`src/hdl/gfau_ram.sv`:
```
// Generic single-port-write, single-port-read RAM with a registered read.
// Depends on nothing; width and depth come from parameters.
module gfau_ram #(
    parameter int unsigned W = 64,
    parameter int unsigned D = 5
) (
    input  logic                                  i_clk,
    input  logic                                  i_we,
    input  logic [((D > 1) ? $clog2(D) : 1)-1:0] i_waddr,
    input  logic [W-1:0]                          i_wdata,
    input  logic                                  i_re,
    input  logic [((D > 1) ? $clog2(D) : 1)-1:0] i_raddr,
    output logic [W-1:0]                          o_rdata
);
    logic [W-1:0] r_mem [D];
    logic [W-1:0] r_rdata;

    // Write port and registered read port.
    always_ff @(posedge i_clk) begin
        if (i_we) begin
            r_mem[i_waddr] <= i_wdata;
        end
        if (i_re) begin
            r_rdata <= r_mem[i_raddr];
        end
    end

    assign o_rdata = r_rdata;
endmodule

```
`config.mk`:
```
export PLATFORM = sky130hd
export DESIGN_NAME = gfau_ram
export DESIGN_NICKNAME = d
export VERILOG_FILES = /design/src/hdl/gfau_ram.sv
export SDC_FILE = /design/constraint.sdc
export NUM_CORES = 1
export LEC_CHECK = 0
export ABC_AREA = 1
export ABC_CLOCK_PERIOD_IN_PS = 8900
export BUFFER_PORTS_ARGS = -buffer_cell sky130_fd_sc_hd__buf_2
export CORE_MARGIN = 2
export CORE_UTILIZATION = 40
export CTS_CLUSTER_SIZE = 40
export DETAILED_ROUTE_END_ITERATION = 10
export SKIP_CTS_REPAIR_TIMING = 1
export SYNTH_ARGS = -nofsm -noshare
export SYNTH_HDL_FRONTEND = slang
export SYNTH_SLANG_ARGS = --single-unit
export TNS_END_PERCENT = 1
```
`constraint.sdc`:
```
create_clock -name i_clk -period 8.9 [get_ports i_clk]
set_input_delay 2.225 -clock i_clk [delete_from_list [all_inputs] [get_ports i_clk]]
set_output_delay 2.225 -clock i_clk [all_outputs]
set_load 0.01 [all_outputs]
```
Yosys cells after proc, flatten, opt, wreduce, memory -nomap -nowiden:

Memory sizes are Yosys's and may differ from the RTL's. A register that Yosys moved wholly into a read port is not among the register bits.
Index checks and enable logic that the tools add are counted.

* bits in registers: 0
* bits in writable memories: 320
* input bits: 73
* word-level logic and storage cells: 3
* memories kept: 1

Memories
* r_mem: words 5, width 64, rd ports 1, clocked after memory_dff 1, wr ports 1, line 15 `logic [W-1:0] r_mem [D];`

* mux-type cells: 2

Operators by type and width (number)
* $mux W1: 2

Logic depth before layout (Yosys ltp):

Gate-level depths: netlist of run 1.

* depth after elaboration: 2
* mapped depth: 8
* gate-level depth less buffers: 6

Least setup slack after synthesis of run 1:

Ideal clock, no wire load.

* kind: input-to-reg
* start: input port i_waddr[1] in the netlist's numbering
* end: memory r_mem[1][0] (enable)
* library setup time: 565 ps
* data arrival time: 6874 ps
* required time: 8335 ps
* path slack: 1461 ps
* stages on the path: 2
* path buffers: 0
* cells stage by stage: or2_2 > nor3_1

RTL lines
* start: declaration: line 9 `input logic [((D > 1) ? $clog2(D) : 1)-1:0] i_waddr,`
* end: declaration: line 15

No word-level cell before the write port.

Worst setup path in the final report of run 1:

* start: input port i_waddr[0] in the netlist's numbering
* end: memory r_mem[4][7] (enable)

No word-level cell before the write port.

==> flow_summary.yaml, run 1 <==
status:
  outcome: "complete, no violations"
sta:
  setup_viol: 0
  fmaxAchievable_mhz: 242
  timing.clock.skew_ns: 0.0115
  setup_repair_after_global_routing_missed_its_margin: "false"
  hold_viol_final: 0
  hold-worst-slack_ns: 0.516
  layout_worst_path_cycle_share: 0.464
  maxSlewViolCount: 0
  min_period_ns: 4.13
  maxSlewHeadroom: 0.289
  worst-slew-pin-transition_ns: 1.07
  setup-tns-final_ns: 0
worst_setup_path:
  critical_path_class: "primary input to flip-flop"
  worst_path_max_fanout: 54
  kind_of_start_point_of_the_critical_path: "primary input"
  critical_path_arrival_ns: 4.27
  r2r-end: "o_rdata[0]"
  rr_startpoint: "r_mem[3][0]"
  worstRegToRegCells: 6
  timing.critical_path.to_type: "flip-flop"
  cp_data_required_time_ns: 9.04
  timing.reg2reg.setup_slack_ns: 7.81
worst_hold_path:
  whs_endpoint: "o_rdata[17]"
  hp-start: "r_mem[4][17]"
  holdPathStages: 2
  min-delay-path-class: "flip-flop to flip-flop"
clock_network:
  ctsHtreeMaxLevel: 2
  cts_max_path_buffers: 3
  insertion_delay_ns: 0.52
  tritoncts_num_sinks: 384
  clock_tree_from_tritoncts: "built"
  cell_at_the_root_of_the_clock_tree: "sky130_fd_sc_hd__clkbuf_16"
  clk_pin_slew_worst_paths_ns: 0.06
  cts_made_buffers: 39
floorplanning:
  core.rowCount: 71
  initial_core_util: 0.407
  die_area_mm2: 0.0401
  die_height_um: 200
  design.portCount: 137
  die_w_um: 200
  design.core.area_mm2: 0.0378
global_routing:
  initial_antenna_violation_count: 9
  grt_remaining_overflow: 0
  grt_util_all_layers: 0.164
  largest_net_degree_at_the_start_of_global_routing: 75
  grt_pass1_vias: 8969
  grt_first_pass_wirelength_um: 50600
power_and_ir_drop:
  power.density_mw_per_mm2: 220
  worst_ir_drop_vdd_uv: 135
  p_leak_uw: 0.00783
layout:
  fillCellCount: 3406
  most_frequent_cells_in_the_layout: "sky130_fd_sc_hd__nand2_1, sky130_fd_sc_hd__edfxtp_1, sky130_fd_sc_hd__inv_1"
  drive_gt1_frac: 0.138
  post_layout_instance_area_mm2: 0.0178
  layout_commonest_cell: "sky130_fd_sc_hd__nand2_1"
  fin_cells: 2022
  core_utilization_of_the_finished_layout: 0.471
  area_growth_pct: 15.7
  nNetsFinal: 1556
yosys:
  syn_avg_cell_area_um2: 11.4
  synth-warning-count: 0
  synth_area_mm2: 0.0154
  synthDistinctLibCells: 13
  synth_seq_cells: 384
  yosysSeqAreaShare: 0.748
  postSynthCellCount: 1348
  synth_fp_nets: 1421
placement:
  placed_cell_area_mm2: 0.0166
  placed_cells: 1953
  io_buffer_count: 136
  dpl.hpwl_um: 17100
  routabilityCongestion: 0.697
detailed_routing:
  drtIter0Drc: 605
  drt-wirelength-per-cell_um: 16.1
  wl_met2_um: 15800
  via_per_inst: 4.51
  top_layer_in_use: "met5"
  drc: 0
  routed-wl-met3_um: 1590
  route.antenna.remaining_nets: 0
  routed_wirelength_um: 32500
  m1_wire_length_um: 14200
  drt-pass1-iter-count: 5
  vias: 9122
flow_run:
  drv_cap: 0
## power by group
part / total (µW) / switching [µW] / internal (µW)
Sequential: 2090 / 17.7 / 2070
Combinational: 225 / 158 / 67.3
Clock: 1620 / 637 / 983
## through the flow
step	setup WS, ns	total power [µW]
6_report	4.77	3930
5_1_grt	4.55	4080
4_1_cts	4.69	3980
3_5_place_dp	4.14	2360
3_3_place_gp	4.21	2350
2_1_floorplan	1.46	2250
## worst max path at each step
stage                              to  slack (ns)  cells past startpoint  startpoint
final                     r_mem[4][7]        4.77                      5  i_waddr[0]
after detailed placement  r_mem[1][9]        4.14                      4  i_waddr[1]
after global routing      o_rdata[26]        4.55                      8  i_raddr[0]
after CTS                 r_mem[1][7]        4.69                      4  i_waddr[1]
after floorplan           r_mem[1][0]        1.46                      2  i_waddr[1]
after global placement    r_mem[1][8]        4.21                      4  i_waddr[1]
## cells in the mapped netlist
library cell               instances  share of area
sky130_fd_sc_hd__nand2_1         514           0.13
sky130_fd_sc_hd__edfxtp_1        384           0.75
sky130_fd_sc_hd__inv_1           259          0.063
sky130_fd_sc_hd__nand3_1         128          0.042
sky130_fd_sc_hd__buf_2            18         0.0058
sky130_fd_sc_hd__buf_4            17         0.0083
sky130_fd_sc_hd__clkbuf_1         12         0.0029
sky130_fd_sc_hd__buf_1             6         0.0015
sky130_fd_sc_hd__inv_2             3        0.00073
sky130_fd_sc_hd__nor3_1            3        0.00097
sky130_fd_sc_hd__nor2_1            2        0.00049
sky130_fd_sc_hd__buf_6             1        0.00073
sky130_fd_sc_hd__or2_2             1        0.00041
## worst max-delay path: stages
cell and delay [ns]:
sky130_fd_sc_hd__buf_2 0.10, sky130_fd_sc_hd__inv_1 0.10, sky130_fd_sc_hd__nand2_1 0.18, sky130_fd_sc_hd__nor3_2 0.78, sky130_fd_sc_hd__buf_4 0.84
## layout make-up
type	count	area, µm²	share of cell area
multi-input combinational	648	2630	0.147
clock inverter	17	201	0.0113
clock buffer	51	1060	0.0596
antenna	1	2.50	0.000140
tap	511	639	0.0358
inverter	262	988	0.0554
sequential	384	11500	0.647
timing repair buffer	148	781	0.0438
## kinds of logic after synthesis
family | synth area share
DFF | 0.748
and+or+nand+nor | 0.169
buffers and inverters | 0.0831
## per-layer routing
layer	track usage	up-vias
met4	0.0497	14
met2	0.281	170
met5	0	-
li1	-	4561
met3	0.0374	63
met1	0.207	4314
## state kept, by name, indices dropped and copies added, names as in the netlist
signal   count
r_mem      320
o_rdata     64
(Power assumes the default switching activity.)
==> run 2: changes to the inputs <==
--- a/config.mk
+++ b/config.mk
@@ -5,8 +5,8 @@
 export SDC_FILE = /design/constraint.sdc
 export NUM_CORES = 1
 export LEC_CHECK = 0
-export ABC_AREA = 1
-export ABC_CLOCK_PERIOD_IN_PS = 8900
+export ABC_AREA = 0
+export ABC_CLOCK_PERIOD_IN_PS = 3800
 export BUFFER_PORTS_ARGS = -buffer_cell sky130_fd_sc_hd__buf_2
 export CORE_MARGIN = 2
 export CORE_UTILIZATION = 40
==> constraint.sdc (replaced) <==
create_clock -name i_clk -period 3.8 [get_ports i_clk]
set_input_delay 0.95 -clock i_clk [delete_from_list [all_inputs] [get_ports i_clk]]
set_output_delay 0.95 -clock i_clk [all_outputs]
set_load 0.01 [all_outputs]
==> flow_summary.yaml, run 2 <==
sta:
  setup-tns-final_ns: 0
  setup_repair_after_global_routing_missed_its_margin: "false"
  maxSlewHeadroom: 0.303
  worst-slew-pin-transition_ns: 1.05
  maxSlewViolCount: 0
  setup_viol: 0
  layout_worst_path_cycle_share: 0.561
  fmaxAchievable_mhz: 469
  timing.clock.skew_ns: 0.0126
  min_period_ns: 2.13
  hold_viol_final: 0
detailed_routing:
  drt-wirelength-per-cell_um: 20.1
  route.antenna.remaining_nets: 0
  drt-pass1-iter-count: 4
  drc: 0
  via_per_inst: 5.02
  routed_wirelength_um: 28100
  drtIter0Drc: 423
  vias: 7028
layout:
  most_frequent_cells_in_the_layout: "sky130_fd_sc_hd__edfxtp_1, sky130_fd_sc_hd__buf_2"
  final-seq-area_mm2: 0.0115
  nNetsFinal: 981
  layout_commonest_cell: "sky130_fd_sc_hd__edfxtp_1"
  drive_gt1_frac: 0.248
  largest_register_ff_count: 320
  core_utilization_of_the_finished_layout: 0.477
  area_growth_pct: 18.1
  fin_cells: 1401
  fillCellCount: 2974
  multiInputGateArea_mm2: 0.00231
  max_flop_register: "r_mem"
power_and_ir_drop:
  pwr-share-seq: 0.540
  p_leak_uw: 0.00586
  power.density_mw_per_mm2: 538
  combPwrFrac: 0.051
  switching_share: 0.206
  worst_ir_drop_vdd_uv: 406
  internal_power_uw: 7190
  total_power_uw: 9060
  switchingPower_uw: 1860
  clkPwrFrac: 0.409
yosys:
  synth_compound_gate_area_share: 0.0800
  ys_top_cells_by_area: "sky130_fd_sc_hd__edfxtp_1, sky130_fd_sc_hd__mux2i_1, sky130_fd_sc_hd__a211oi_1"
  post-synth-top-count-cell: "sky130_fd_sc_hd__edfxtp_1"
  synth_enable_flop_cells: 384
  yosys-mux-area-fraction: 0.0449
  synth_seq_cells: 384
  synth_top_area_share: 0.808
  synthDistinctLibCells: 20
  synth_fp_nets: 826
  postSynthCellCount: 753
  synth_area_mm2: 0.0143
  synth-warning-count: 0
  ys_dominant_reg_cell: "sky130_fd_sc_hd__edfxtp_1"
  synth_top_area_cell: "sky130_fd_sc_hd__edfxtp_1"
  yosysSeqAreaShare: 0.808
  synth_fa_ha_area_frac: 0
  synth_simple_gate_area_frac: 0.0323
  synth_xor_area_frac: 0
  synth_top_family_by_area: "compound AO/OA/AOI/OAI gates"
  synth-async-reset-ratio: 0
  ys_top_cells_by_count: "sky130_fd_sc_hd__edfxtp_1, sky130_fd_sc_hd__a211oi_1, sky130_fd_sc_hd__inv_1, sky130_fd_sc_hd__mux2i_1, sky130_fd_sc_hd__nor2b_1"
  syn_avg_cell_area_um2: 18.9
placement:
  dpl.hpwl_um: 14800
  routabilityCongestion: 0.658
  placed_cells: 1326
  io_buffer_count: 136
clock_network:
  clock_tree_from_tritoncts: "built"
  ctsHtreeMaxLevel: 2
  cell_at_the_root_of_the_clock_tree: "sky130_fd_sc_hd__clkbuf_16"
  cts_max_path_buffers: 3
  insertion_delay_ns: 0.52
  cts_made_buffers: 41
  clk_pin_slew_worst_paths_ns: 0.06
  tritoncts_num_sinks: 384
worst_setup_path:
  worst_path_max_fanout: 27
  critical_path_arrival_ns: 2.45
  worstRegToRegCells: 3
  timing.critical_path.to_type: "flip-flop"
  cp_data_required_time_ns: 4.12
  kind_of_start_point_of_the_critical_path: "primary input"
  critical_path_class: "primary input to flip-flop"
worst_hold_path:
  holdPathStages: 2
  min-delay-path-class: "flip-flop to flip-flop"
global_routing:
  grt_util_all_layers: 0.152
  largest_net_degree_at_the_start_of_global_routing: 81
  initial_antenna_violation_count: 5
  grt_first_pass_wirelength_um: 41800
  grt_remaining_overflow: 0
  grt_pass1_vias: 6943
flow_run:
  drv_cap: 0
floorplanning:
  design.core.area_mm2: 0.0353
  design.portCount: 137
  initial_core_util: 0.404
  die_height_um: 193
  die_w_um: 193
  core.rowCount: 69
  die_area_mm2: 0.0372
status:
  outcome: "complete, no violations"
run 2: cell families (layout without fill, tap and decap cells):
logic type,after synthesis,in the layout
compound gates,128,128
buf+inv,105,288
flops,384,384
mux,64,64
other cells,0,4
simple gates,72,72
run 2: metrics by stage:
stage / worst slack, ns / hold slack [ns] / area, µm²
2_1_floorplan: -1.41 / 0.621 / 14300
3_3_place_gp: 1.14 / 0.632 / 15600
3_5_place_dp: 1.09 / 0.641 / 15600
4_1_cts: 1.66 / 0.623 / 16800
5_1_grt: 1.53 / 0.634 / 16800
6_report: 1.67 / 0.648 / 16800
run 2: layout make-up:
class / count / share of cell area
sequential: 384 / 0.685
multi-input combinational: 264 / 0.137
clock buffer: 47 / 0.0623
timing repair buffer: 153 / 0.0548
tap: 461 / 0.0342
inverter: 64 / 0.0143
clock inverter: 24 / 0.0117
antenna: 4 / 0.000594
run 2: metal layers:
metal / GRT usage / part of all wire
met4: 0.0411 / 0.018
met5: 0 / 0.0015
met1: 0.198 / 0.43
met3: 0.0369 / 0.054
met2: 0.255 / 0.49
run 2: path summary, 6_finish.rpt:
check	slack, ns	from	endpoint
setup reg to reg	2.71	r_mem[2][2]	o_rdata[2]
hold / removal	0.65	r_mem[4][62]	o_rdata[62]
hold reg to reg	0.65	r_mem[4][62]	o_rdata[62]
setup / recovery	1.67	i_raddr[2]	o_rdata[30]
run 2: critical path, cell delays in order:
cell,delay [ns]
sky130_fd_sc_hd__buf_4,0.38
sky130_fd_sc_hd__nand2b_4,0.38
sky130_fd_sc_hd__buf_4,0.37
sky130_fd_sc_hd__a211oi_1,0.09
sky130_fd_sc_hd__a221oi_1,0.25
run 2: power groups by stage:
stage          registers [µW]  logic, µW  clock network, µW
6_report                 4890        460               3710
5_1_grt                  4900        508               3960
3_3_place_gp             4980        460                  0
2_1_floorplan            5000        224                  0
3_5_place_dp             4980        471                  0
4_1_cts                  4890        471               3810
==> run 3: changes to the inputs <==
--- a/config.mk
+++ b/config.mk
@@ -6,7 +6,7 @@
 export NUM_CORES = 1
 export LEC_CHECK = 0
 export ABC_AREA = 0
-export ABC_CLOCK_PERIOD_IN_PS = 3800
+export ABC_CLOCK_PERIOD_IN_PS = 2100
 export BUFFER_PORTS_ARGS = -buffer_cell sky130_fd_sc_hd__buf_2
 export CORE_MARGIN = 2
 export CORE_UTILIZATION = 40
==> constraint.sdc (replaced) <==
create_clock -name i_clk -period 2.1 [get_ports i_clk]
set_input_delay 0.525 -clock i_clk [delete_from_list [all_inputs] [get_ports i_clk]]
set_output_delay 0.525 -clock i_clk [all_outputs]
set_load 0.01 [all_outputs]
==> flow_summary.yaml, run 3 (synthesis gave the netlist of run 2 again) <==
status:
  outcome: "complete, no violations"
detailed_routing:
  vias: 7067
  routed_wirelength_um: 28100
  drc: 0
  drt-pass1-iter-count: 4
  drt-wirelength-per-cell_um: 19.9
  drtIter0Drc: 316
  via_per_inst: 4.99
  route.antenna.remaining_nets: 0
global_routing:
  global_route.usage.met3: 0.0371
  grt_util_all_layers: 0.152
  largest_net_degree_at_the_start_of_global_routing: 65
  grt_remaining_overflow: 0
  initial_antenna_violation_count: 6
  routing_usage_on_met1: 0.203
  grt_pass1_vias: 7212
  busiest_layer_in_global_routing: "met2"
  global_route.usage.met2: 0.250
  grt_first_pass_wirelength_um: 42300
floorplanning:
  design.portCount: 137
  die_area_mm2: 0.0372
  initial_core_util: 0.404
  design.core.area_mm2: 0.0353
  die_height_um: 193
  die_w_um: 193
  core.rowCount: 69
power_and_ir_drop:
  combPwrFrac: 0.052
  clkPwrFrac: 0.421
  power.density_mw_per_mm2: 980
  switchingPower_uw: 3420
  switching_share: 0.204
  p_leak_uw: 0.00599
  worst_ir_drop_vdd_uv: 666
  internal_power_uw: 13400
  pwr-share-seq: 0.527
clock_network:
  cell_at_the_root_of_the_clock_tree: "sky130_fd_sc_hd__clkbuf_16"
  clk_pin_slew_worst_paths_ns: 0.06
  clock_tree_from_tritoncts: "built"
  insertion_delay_ns: 0.52
  cts_max_path_buffers: 3
  cts_made_buffers: 40
  tritoncts_num_sinks: 384
  ctsHtreeMaxLevel: 2
sta:
  maxSlewViolCount: 0
  min_period_ns: 1.65
  setup_repair_after_global_routing_missed_its_margin: "false"
  hold-worst-slack_ns: 0.226
  timing.clock.skew_ns: 0.0208
  maxSlewHeadroom: 0.671
  fmaxAchievable_mhz: 605
  hold_viol_final: 0
  layout_worst_path_cycle_share: 0.787
  worst-slew-pin-transition_ns: 0.494
  setup_viol: 0
worst_setup_path:
  cp_data_required_time_ns: 1.57
  kind_of_start_point_of_the_critical_path: "flip-flop"
  critical_path.cell_chain: "buf_2"
  crit_path_max_incr_delay_ns: 0.44
  critPathTopFamily: "flip-flops"
  cp_num_buf_inv: 1
  timing.critical_path.to_type: "output pin"
  critical_path_class: "flip-flop to output pin"
  worst_path_max_fanout: 1
  critical_path_arrival_ns: 1.13
  slowest_stage: "sky130_fd_sc_hd__edfxtp_1"
placement:
  routabilityCongestion: 0.678
  io_buffer_count: 136
  dpl.hpwl_um: 16000
layout:
  nNetsFinal: 992
  drive_gt1_frac: 0.259
  most_frequent_cells_in_the_layout: "sky130_fd_sc_hd__edfxtp_1, sky130_fd_sc_hd__buf_2"
  area_growth_pct: 20.0
  layout_commonest_cell: "sky130_fd_sc_hd__edfxtp_1"
  max_flop_register: "r_mem"
  core_utilization_of_the_finished_layout: 0.485
  largest_register_ff_count: 320
worst_hold_path:
  min-delay-path-class: "primary input to flip-flop"
flow_run:
  drv_cap: 0
-- run 3: power by group through the flow --
stage	Sequential [µW]	Clock, µW	Combinational (µW)
3_5_place_dp	9010	0	891
5_1_grt	8860	7500	962
2_1_floorplan	9040	0	406
3_3_place_gp	9000	0	876
4_1_cts	8840	7230	894
6_report	8840	7070	873
-- run 3: metrics by stage --
stage / area, µm² / setup WS [ns] / power [µW] / TNS (ns) / cells
3_5_place_dp: 15800 / 0.201 / 9900 / 0 / 1338
6_report: 17100 / 0.448 / 16800 / 0 / 1415
2_1_floorplan: 14300 / -1.03 / 9450 / -257.21 / 753
5_1_grt: 17100 / 0.403 / 17300 / 0 / 1410
4_1_cts: 17100 / 0.421 / 17000 / 0 / 1410
3_3_place_gp: 15800 / 0.199 / 9880 / 0 / 1338
-- run 3: worst paths after layout --
path / start / to / slack [ns] / cells past startpoint
max: o_rdata[63] / o_rdata[63] / 0.45 / 1
min: i_wdata[13] / r_mem[0][13] / 0.23 / 1
max reg2reg: r_mem[2][19] / o_rdata[19] / 0.91 / 3
min reg2reg: r_mem[4][42] / o_rdata[42] / 0.65 / 2
-- run 3: final cells by class --
type,instances,area (µm²)
inverters,64,240
well taps,461,577
multi-input cells,264,2310
fillers,2894,18200
diodes,5,12.5
repair buffers,165,1110
flip-flops and latches,384,11500
clock buffers,48,1070
clock inverters,24,258
-- run 3: metal layers --
layer | vias to the layer above | routed length, µm
met4 | 6 | 601
li1 | 3329 | -
met2 | 140 | 13500
met5 | - | 35
met3 | 52 | 1530
met1 | 3540 | 12400
